**config.mk**
```make
export PLATFORM = sky130hd
export DESIGN_NAME = dp2w_rdiv
export DESIGN_NICKNAME = d
export VERILOG_FILES = /design/src/rtl/dp2w_pkg.sv /design/src/rtl/dp2w_rdiv.sv
export SDC_FILE = /design/constraint.sdc
export NUM_CORES = 1
export LEC_CHECK = 0
export BUFFER_PORTS_ARGS = -buffer_cell sky130_fd_sc_hd__buf_2
export CELL_PAD_IN_SITES_DETAIL_PLACEMENT = 0
export CELL_PAD_IN_SITES_GLOBAL_PLACEMENT = 2
export CORE_UTILIZATION = 43
export CTS_BUF_LIST = sky130_fd_sc_hd__clkbuf_4
export CTS_CLUSTER_DIAMETER = 30
export CTS_CLUSTER_SIZE = 30
export DETAILED_ROUTE_END_ITERATION = 10
export PLACE_DENSITY = 0.84
export RECOVER_POWER = 25
export SYNTH_ARGS = -nofsm -noshare
export SYNTH_HDL_FRONTEND = slang
export SYNTH_SLANG_ARGS = --single-unit
```
**constraint.sdc**
```tcl
create_clock -name clk_i -period 6.5 [get_ports clk_i]
set_input_delay 0.65 -clock clk_i [delete_from_list [all_inputs] [get_ports clk_i]]
set_output_delay 0.65 -clock clk_i [all_outputs]
set_load 0.05 [all_outputs]
```
**src/rtl/dp2w_pkg.sv**
```systemverilog
// Shared constants and types for the depth pixel to world point pipeline.
// No dependencies; every other file in rtl/ refers to it by scoped names.
`default_nettype none

package dp2w_pkg;

  localparam int PIX_W   = 10;
  localparam int DEPTH_W = 16;
  localparam int CLR_W   = 8;
  localparam int ROT_W   = 16;
  localparam int SHIFT_W = 32;
  localparam int WORLD_W = 32;
  localparam int CFG_W   = 32;
  localparam int CFG_IDX_W = 3;

  localparam int MAX_COLS_DEF = 1024;
  localparam int MAX_ROWS_DEF = 1024;

  // twice the principal point
  localparam int CX_TWICE = 651;
  localparam int CY_TWICE = 507;

  // round(n * 2^SHIFT / DIV) with the odd part of 2*f*1000 (x, y) or of 1000 (z)
  localparam int unsigned CAM_X_DIV    = 32375;
  localparam int unsigned CAM_X_SHIFT  = 15;
  localparam int unsigned CAM_X_BIAS_Q = 1318;
  localparam int unsigned CAM_Y_DIV    = 64875;
  localparam int unsigned CAM_Y_SHIFT  = 16;
  localparam int unsigned CAM_Y_BIAS_Q = 513;
  localparam int unsigned CAM_Z_DIV    = 125;
  localparam int unsigned CAM_Z_SHIFT  = 17;
  localparam int unsigned CAM_Z_BIAS_Q = 0;
  localparam int CAM_X_BIAS = CAM_X_BIAS_Q * CAM_X_DIV;
  localparam int CAM_Y_BIAS = CAM_Y_BIAS_Q * CAM_Y_DIV;

  // biased numerator and camera point (Q.20 metres)
  localparam int NUM_W = 28;
  localparam int CAM_W = 28;

  // rotation matrix entries, Q.28
  localparam int ROT_FRAC = 28;
  localparam int ENT_W    = 34;
  localparam int OUT_SHIFT = 32;

  localparam int RDIV_LAT = 6;
  localparam int DOT_LAT  = 4;
  localparam int PIPE_LAT = 1 + RDIV_LAT + DOT_LAT;

  localparam logic signed [ROT_W-1:0] ROT_W_RST = 16'sd16384;

  typedef enum logic [CFG_IDX_W-1:0] {
    CFG_ROT_W,
    CFG_ROT_X,
    CFG_ROT_Y,
    CFG_ROT_Z,
    CFG_SHIFT_X,
    CFG_SHIFT_Y,
    CFG_SHIFT_Z
  } cfg_idx_e;

  typedef logic signed [ENT_W-1:0] rot_ent_t;
  typedef rot_ent_t [2:0] rot_row_t;
  typedef rot_row_t [2:0] rot_mat_t;

  typedef logic signed [CAM_W-1:0] cam_t;
  typedef cam_t [2:0] cam_pt_t;

  typedef struct packed {
    logic [CLR_W-1:0] red;
    logic [CLR_W-1:0] green;
    logic [CLR_W-1:0] blue;
  } colour_t;

endpackage

`default_nettype wire

```
**src/rtl/dp2w_rdiv.sv**
```systemverilog
// Six-stage rounding divider by a fixed odd constant: res = round((num/2^0) * 2^SHIFT / DIV)
// less BIAS_Q * 2^SHIFT. Reciprocal multiplies with one-step corrections. Uses dp2w_pkg.
`default_nettype none

module dp2w_rdiv #(
  parameter int unsigned DIV    = 125,
  parameter int unsigned SHIFT  = 17,
  parameter int unsigned BIAS_Q = 0
) (
  input  wire logic                              clk_i,
  input  wire logic [dp2w_pkg::NUM_W-1:0]        num_i,
  output logic signed [dp2w_pkg::CAM_W-1:0]      res_o
);

  localparam int NW = dp2w_pkg::NUM_W;
  localparam int CW = $clog2(DIV);
  localparam int RW = CW + 1;
  localparam int R2W = CW + 2;
  localparam int TW = CW + SHIFT + 1;
  localparam longint unsigned M1 = (64'd1 << NW) / DIV;
  localparam longint unsigned M2 = (64'd1 << TW) / (2 * DIV);
  localparam int M1W = $clog2(M1 + 1);
  localparam int M2W = $clog2(M2 + 1);
  localparam logic [M1W-1:0] M1V = M1W'(M1);
  localparam logic [M2W-1:0] M2V = M2W'(M2);
  localparam int FW = M1W + SHIFT + 2;

  // stage a
  logic [NW+M1W-1:0] prod1;
  logic [M1W-1:0]    q1e_a_q;
  logic [NW-1:0]     num_a_q;
  // stage b
  logic [NW-1:0]     qc1;
  logic [NW-1:0]     diff1;
  logic [RW-1:0]     r1e_b_q;
  logic [M1W-1:0]    q1e_b_q;
  // stage c
  logic [M1W-1:0]    q1_c_d, q1_c_q;
  logic [CW-1:0]     r1_c;
  logic [TW-1:0]     t_c_d, t_c_q;
  // stage d
  logic [TW+M2W-1:0] prod2;
  logic [M2W-1:0]    q2e_d_q;
  logic [TW-1:0]     t_d_q;
  logic [M1W-1:0]    q1_d_q;
  // stage e
  logic [TW-1:0]     qc2;
  logic [TW-1:0]     diff2;
  logic [R2W-1:0]    r2e_e_q;
  logic [M2W-1:0]    q2e_e_q;
  logic [M1W-1:0]    q1_e_q;
  // stage f
  logic [M2W-1:0]    q2_f;
  logic signed [FW-1:0] qs_f, full_f;
  logic signed [dp2w_pkg::CAM_W-1:0] res_q;

  assign prod1 = num_i * M1V;
  assign qc1   = q1e_a_q * NW'(DIV);
  assign diff1 = num_a_q - qc1;

  always_comb begin
    if (r1e_b_q >= RW'(DIV)) begin
      q1_c_d = q1e_b_q + M1W'(1);
      r1_c   = CW'(r1e_b_q - RW'(DIV));
    end else begin
      q1_c_d = q1e_b_q;
      r1_c   = CW'(r1e_b_q);
    end
    t_c_d = (TW'(r1_c) << (SHIFT + 1)) + TW'(DIV);
  end

  assign prod2 = t_c_q * M2V;
  assign qc2   = TW'(q2e_d_q * TW'(2 * DIV));
  assign diff2 = t_d_q - qc2;

  assign q2_f   = q2e_e_q + M2W'(r2e_e_q >= R2W'(2 * DIV));
  assign qs_f   = $signed(FW'(q1_e_q)) - $signed(FW'(BIAS_Q));
  assign full_f = (qs_f <<< SHIFT) + $signed(FW'(q2_f));

  always_ff @(posedge clk_i) begin
    q1e_a_q <= prod1[NW+M1W-1:NW];
    num_a_q <= num_i;
    r1e_b_q <= diff1[RW-1:0];
    q1e_b_q <= q1e_a_q;
    q1_c_q  <= q1_c_d;
    t_c_q   <= t_c_d;
    q2e_d_q <= prod2[TW+M2W-1:TW];
    t_d_q   <= t_c_q;
    q1_d_q  <= q1_c_q;
    r2e_e_q <= diff2[R2W-1:0];
    q2e_e_q <= q2e_d_q;
    q1_e_q  <= q1_d_q;
    res_q   <= dp2w_pkg::CAM_W'(full_f);
  end

  assign res_o = res_q;

endmodule

`default_nettype wire

```
==> results of run 1 <==
-- metrics by stage --
| stage | hold slack (ps) | utilization | area (sq um) |
|---|---|---|---|
| 2_1_floorplan | 309.6 | - | 14770 |
| 3_3_place_gp | 309.8 | 0.4654 | 15680 |
| 3_5_place_dp | 312.1 | 0.4654 | 15680 |
| 4_1_cts | 266.8 | 0.4752 | 16010 |
| 5_1_grt | 331.1 | 0.4750 | 16010 |
| 6_report | 336.9 | 0.4750 | 16010 |
-- layout make-up --
cell class / count / area share
multi-input cells: 891 / 0.6435
inverters: 395 / 0.09262
clock buffers: 17 / 0.007972
diodes: 1 / 0.0001563
well taps: 448 / 0.03502
clock inverters: 15 / 0.01274
repair buffers: 66 / 0.02165
flip-flops and latches: 149 / 0.1863
-- routing by layer --
metal  global-route usage  up-vias
li1                     -     4709
met1               0.2363     4296
met2               0.2807      109
met3              0.01839       18
met4              0.04130        0
met5                    0        -
-- flip-flops by register name (all words and copies together) (netlist names), 11 cells and up --
| name | count |
|---|---|
| q1_d_q | 11 |
| res_o | 28 |
| q1_c_q | 11 |
| q2e_e_q | 18 |
| q2e_d_q | 18 |
| q1e_a_q | 11 |
| q1e_b_q | 11 |
| q1_e_q | 11 |
-- Yosys cell counts, types with 3 or more instances --
master / count
a211oi_1: 7
a21o_1: 19
a21oi_1: 37
a31oi_1: 3
and2_1: 3
and3_1: 9
dfxtp_1: 149
fa_1: 176
ha_1: 343
inv_1: 395
nand2_1: 31
nand2b_1: 3
nand3_1: 20
nand4_1: 21
nor2_1: 31
nor3_1: 7
o21a_1: 4
o21ai_0: 24
o21bai_1: 3
o31ai_1: 3
or3_1: 3
xnor2_1: 84
xor2_1: 24
-- critical path: cells and delay by family --
kind                       cells  cell delay (ps)
buffers and inverters          5              800
adders and majority gates      8             3240
and+or+nand+nor                2              540
AOI/OAI and AO/OA              5             1080
-- cells by family after synthesis --
logic type,count (synthesis),share of synthesized area
compound gates,126,0.05666
xor+xnor,108,0.06402
flops,149,0.2019
mux,1,0.0007621
simple gates,137,0.04683
fa+ha+maj,519,0.5290
buf+inv,397,0.1009
-- worst max-delay path by stage --
| stage | startpoint | endpoint | cells past startpoint |
|---|---|---|---|
| 2_1_floorplan | num_i[22] | q1e_a_q[3] | 21 |
| 3_3_place_gp | num_i[12] | q1e_a_q[7] | 22 |
| 3_5_place_dp | num_i[17] | q1e_a_q[7] | 22 |
| 4_1_cts | num_i[17] | q1e_a_q[7] | 22 |
| 5_1_grt | num_i[3] | q1e_a_q[10] | 20 |
| 6_report | num_i[2] | q1e_a_q[7] | 20 |
==> results by group, run 1 <==
Global route
  – Largest net degree at the start of global routing: 18
  – Vias in the first global route: 9467
  – GR Overflow Total: 0
  – Initial antenna violation count: 1
  – GRT Overall Usage: 0.1696
  – First-pass GRT wire length: 47.18 mm

Detailed routing
  – Met2 WL: 12.66 mm
  – Met3 wire len: 671 um
  – Via-to-Cell Ratio: 4.607
  – Top sig layer: met4
  – Final ANT Viol Nets: 0
  – Routed length per instance: 13.86 um
  – WL final: 27.47 mm
  – DR DRC count: 0
  – Met1 Wirelength: 13.82 mm
  – Router iterations before antenna repair: 4
  – Initial DRC count: 336
  – Via count: 9132

Final layout
  – Final net count: 2068
  – Most frequent cells in the layout: inv_1 (395), ha_1 (343), fa_1 (176)
  – Commonest non-fill, non-tap cell in the layout: inv_1
  – Fraction of layout instances using a drive strength above 1: 0.06849
  – Multi-input gate area in the final layout: 10300 sq um
  – Flip-flop and latch area: 2983 sq um
  – Fillers: 3245
  – Non-Filler Instances: 1982
  – Syn-to-layout area delta: 8.351%

Synth
  – Syn_nets: 1985
  – Synthesized area: 14770 sq um
  – Post-synth cell types: 53
  – Post-synthesis cell count: 1437
  – Top cell type's share of synthesized area: 0.2905
  – Syn. warnings: 0
  – Area leader, netlist: ha_1
  – Sequential fraction of the synthesis area: 0.2019
  – Ys async rst share: 0
  – Seq cells post-synth: 149
  – Post-synth EDFFs: 0
  – Synth Flop Type: dfxtp_1
  – Avg Cell Area, Syn: 10.28 sq um
  – Area contributors post-synth: ha_1 (29%), fa_1 (24%), dfxtp_1 (20%)

Setup path
  – Kind of start point of the critical path: input pin
  – CP max stage delay: 540 ps
  – RR Endpoint: q2e_d_q[11]
  – Worst Path Max Fanout: 9
  – Arrival time at the worst endpoint: 6340 ps
  – Worst Setup End Kind: register
  – Slowest library cell on the worst path: fa_1
  – CP most frequent cell: fa_1
  – Worst EP required: 7010 ps
  – Worst reg2reg path startpoint: t_c_q[20]
  – R2R Setup Slk: 2340 ps
  – Crit-path cells: clkbuf_1, ha_1, ha_1, fa_1, inv_1, fa_1, inv_1, fa_1, fa_1, inv_1, fa_1, inv_1, ha_1, a211oi_1, o21ai_1, a22oi_1, nand4_1, a21o_1, nor4b_1, a211o_1
  – Depth of the worst register-to-register path: 15
  – CP Class: in2reg

Clock network
  – H-tree depth: 4
  – # Post-CTS Setup Buffers: 0
  – Clock buffer depth: 2
  – Worst-Skew Late Latency: 550 ps
  – CTS tree: built
  – Clock transition at the registers of the reported paths: 150 ps
  – CTS Hold Buffers Added: 0
  – Post-CTS sizing: 0
  – Root cell of the clock tree: clkbuf_4
  – Sink Count: 149
  – CTS buffer count: 17

Hold path
  – Hold Startpoint: q1_c_q[10]
  – Worst Hold Class: reg2reg
  – Hold Path End: q1_d_q[10]
  – WHS Path Cells: 0

Floorplan
  – # rows: 67
  – I/O Pins: 57
  – Starting Density: 0.4384
  – Die Y: 187.4 um
  – Core Box Area: 33700 sq um
  – Chip Width: 187.4 um
  – Die area: 35100 sq um

Timing
  – Min Tclk post-route: 5835 ps
  – Hold Fails Final Rpt: 0
  – Final setup vio count: 0
  – Final worst setup slack: 664.8 ps
  – Fmax: 171.4 MHz
  – Final period util: 0.8977
  – Setup_tns: 0 ps
  – Unrepaired setup endpoints after global routing: false
  – Slew margin rel.: 0.4141
  – Final Skew: 19.51 ps
  – Max-slew violation count: 0
  – Slew at the pin with the worst max-slew slack: 878.9 ps

Run status
  – Outcome: complete, no violations

Place
  – Placed insts: 1949
  – Gpl congestion: 0.8170
  – I/O Buffers: 56
  – Dpl hpwl: 23.48 mm
  – Pre-CTS setup slack: 237.6 ps

Flow run
  – Max_cap viols: 0
Power of run 1 is not shown: default switching activity piles up to over one toggle a cycle in this logic, so the estimate is an artifact.
==> inputs of run 2 (changes only) <==
==> constraint.sdc (replaced) <==
create_clock -name clk_i -period 6.5 [get_ports clk_i]
set_input_delay 1.95 -clock clk_i [delete_from_list [all_inputs] [get_ports clk_i]]
set_output_delay 1.95 -clock clk_i [all_outputs]
set_load 0.05 [all_outputs]
==> results by group, run 2 (synthesis results as in run 1) <==
Run status
  – Outcome: complete, no violations

Detailed routing
  – Routed length per instance: 14.04 um
  – Final ANT Viol Nets: 0
  – Via count: 9702
  – Router iterations before antenna repair: 4
  – DR DRC count: 0
  – WL final: 29.10 mm
  – Initial DRC count: 256
  – Via-to-Cell Ratio: 4.682

Timing
  – Min Tclk post-route: 6484 ps
  – Slew margin rel.: 0.4665
  – Max-slew violation count: 0
  – Unrepaired setup endpoints after global routing: true
  – Final Skew: 28.01 ps
  – Fmax: 154.2 MHz
  – Final setup vio count: 0
  – Hold Fails Final Rpt: 0
  – Hold_ws: 326.5 ps
  – Slew at the pin with the worst max-slew slack: 789.9 ps
  – Final period util: 0.9976

Global route
  – Initial antenna violation count: 1
  – Largest net degree at the start of global routing: 19
  – GR Overflow Total: 0
  – First-pass GRT wire length: 48.73 mm
  – Vias in the first global route: 9982
  – GRT Overall Usage: 0.1757

Floorplan
  – Chip Width: 187.4 um
  – # rows: 67
  – Die area: 35100 sq um
  – Die Y: 187.4 um
  – Starting Density: 0.4384
  – Core Box Area: 33700 sq um
  – I/O Pins: 57

Hold path
  – Worst Hold Class: reg2reg

Final layout
  – Most frequent cells in the layout: inv_1 (381), ha_1 (317), fa_1 (173)
  – Non-Filler Instances: 2072
  – Syn-to-layout area delta: 16.12%
  – Fraction of layout instances using a drive strength above 1: 0.1645
  – Commonest non-fill, non-tap cell in the layout: inv_1
  – Final net count: 2158
  – Final non-filler cell area: 17160 sq um
  – Number of flip-flops in the largest register: 28

Setup path
  – Worst Path Max Fanout: 6
  – Kind of start point of the critical path: input pin
  – Crit-path cells: buf_2, ha_1, inv_1, fa_1, inv_1, ha_1, fa_1, ha_4, fa_1, inv_1, fa_1, inv_1, ha_1, a21oi_1, o21ai_0, buf_4, a22oi_2, nand4_1, a21o_4, nor4b_4, a211o_1
  – Worst EP required: 6980 ps
  – CP max stage delay: 530 ps
  – Worst Setup End Kind: register
  – Arrival time at the worst endpoint: 6970 ps
  – Slowest library cell on the worst path: fa_1
  – CP Class: in2reg

Clock network
  – CTS Hold Buffers Added: 0
  – CTS tree: built
  – Clock buffer depth: 2
  – Worst-Skew Late Latency: 550 ps
  – Sink Count: 149
  – Clock transition at the registers of the reported paths: 150 ps
  – Root cell of the clock tree: clkbuf_4
  – # Post-CTS Setup Buffers: 0
  – H-tree depth: 4
  – CTS buffer count: 17

Place
  – I/O Buffers: 56
  – Post-DP Area: 16550 sq um
  – Placed insts: 2039
  – Gpl congestion: 0.8248
  – Dpl hpwl: 25.79 mm

Flow run
  – Max_cap viols: 0
==> run 2: repair_timing <==
| item | CTS | global route |
|---|---|---|
| endpoints found under the setup margin | 1 | 11 |
| pin swaps | 1 | 37 |
| cloned | 0 | 0 |
| resized for setup | 0 | 61 |
==> run 2: path summary, 6_finish.rpt <==
| kind | from | to | slack [ps] | cells after the start |
|---|---|---|---|---|
| setup / recovery | num_i[10] | q1e_a_q[7] | 20 | 21 |
| hold / removal | q1_d_q[0] | q1_e_q[0] | 330 | 0 |
| setup reg to reg | t_c_q[20] | q2e_d_q[11] | 2300 | 15 |
| hold reg to reg | q1_d_q[0] | q1_e_q[0] | 330 | 0 |
==> run 2: per-stage QoR <==
step	setup slack (ps)	utilization	setup TNS (ps)
6_report	15.76	0.5091	0
3_3_place_gp	-628.3	0.4912	-5755
3_5_place_dp	-670.5	0.4912	-6139
5_1_grt	-89.05	0.5091	-231.6
4_1_cts	5.720	0.5004	0
2_1_floorplan	-98.14	-	-287.9
==> run 2: layer usage <==
metal	track usage	part of all wire	up-vias
met1	0.2329	0.47	4619
met4	0.04477	0.020	0
li1	-	-	4922
met3	0.02026	0.030	31
met2	0.3034	0.48	130
met5	0	0	-
==> run 2: critical path: cells and delay by family <==
family,cells,cell delay (ps)
buffers and inverters,6,470
AO/OA/AOI/OAI,5,860
adder cells (fa/ha/maj),8,3200
AND/OR/NAND/NOR,2,470
==> run 2: cell type report <==
type	count	area, sq um
clock inverter	15	180.2
tap	448	560.5
multi-input combinational	891	10750
fill	3192	16540
sequential	149	2983
antenna	1	2.502
inverter	395	1483
timing repair buffer	156	1074
clock buffer	17	127.6
Power of run 2 is left out for the same reason.
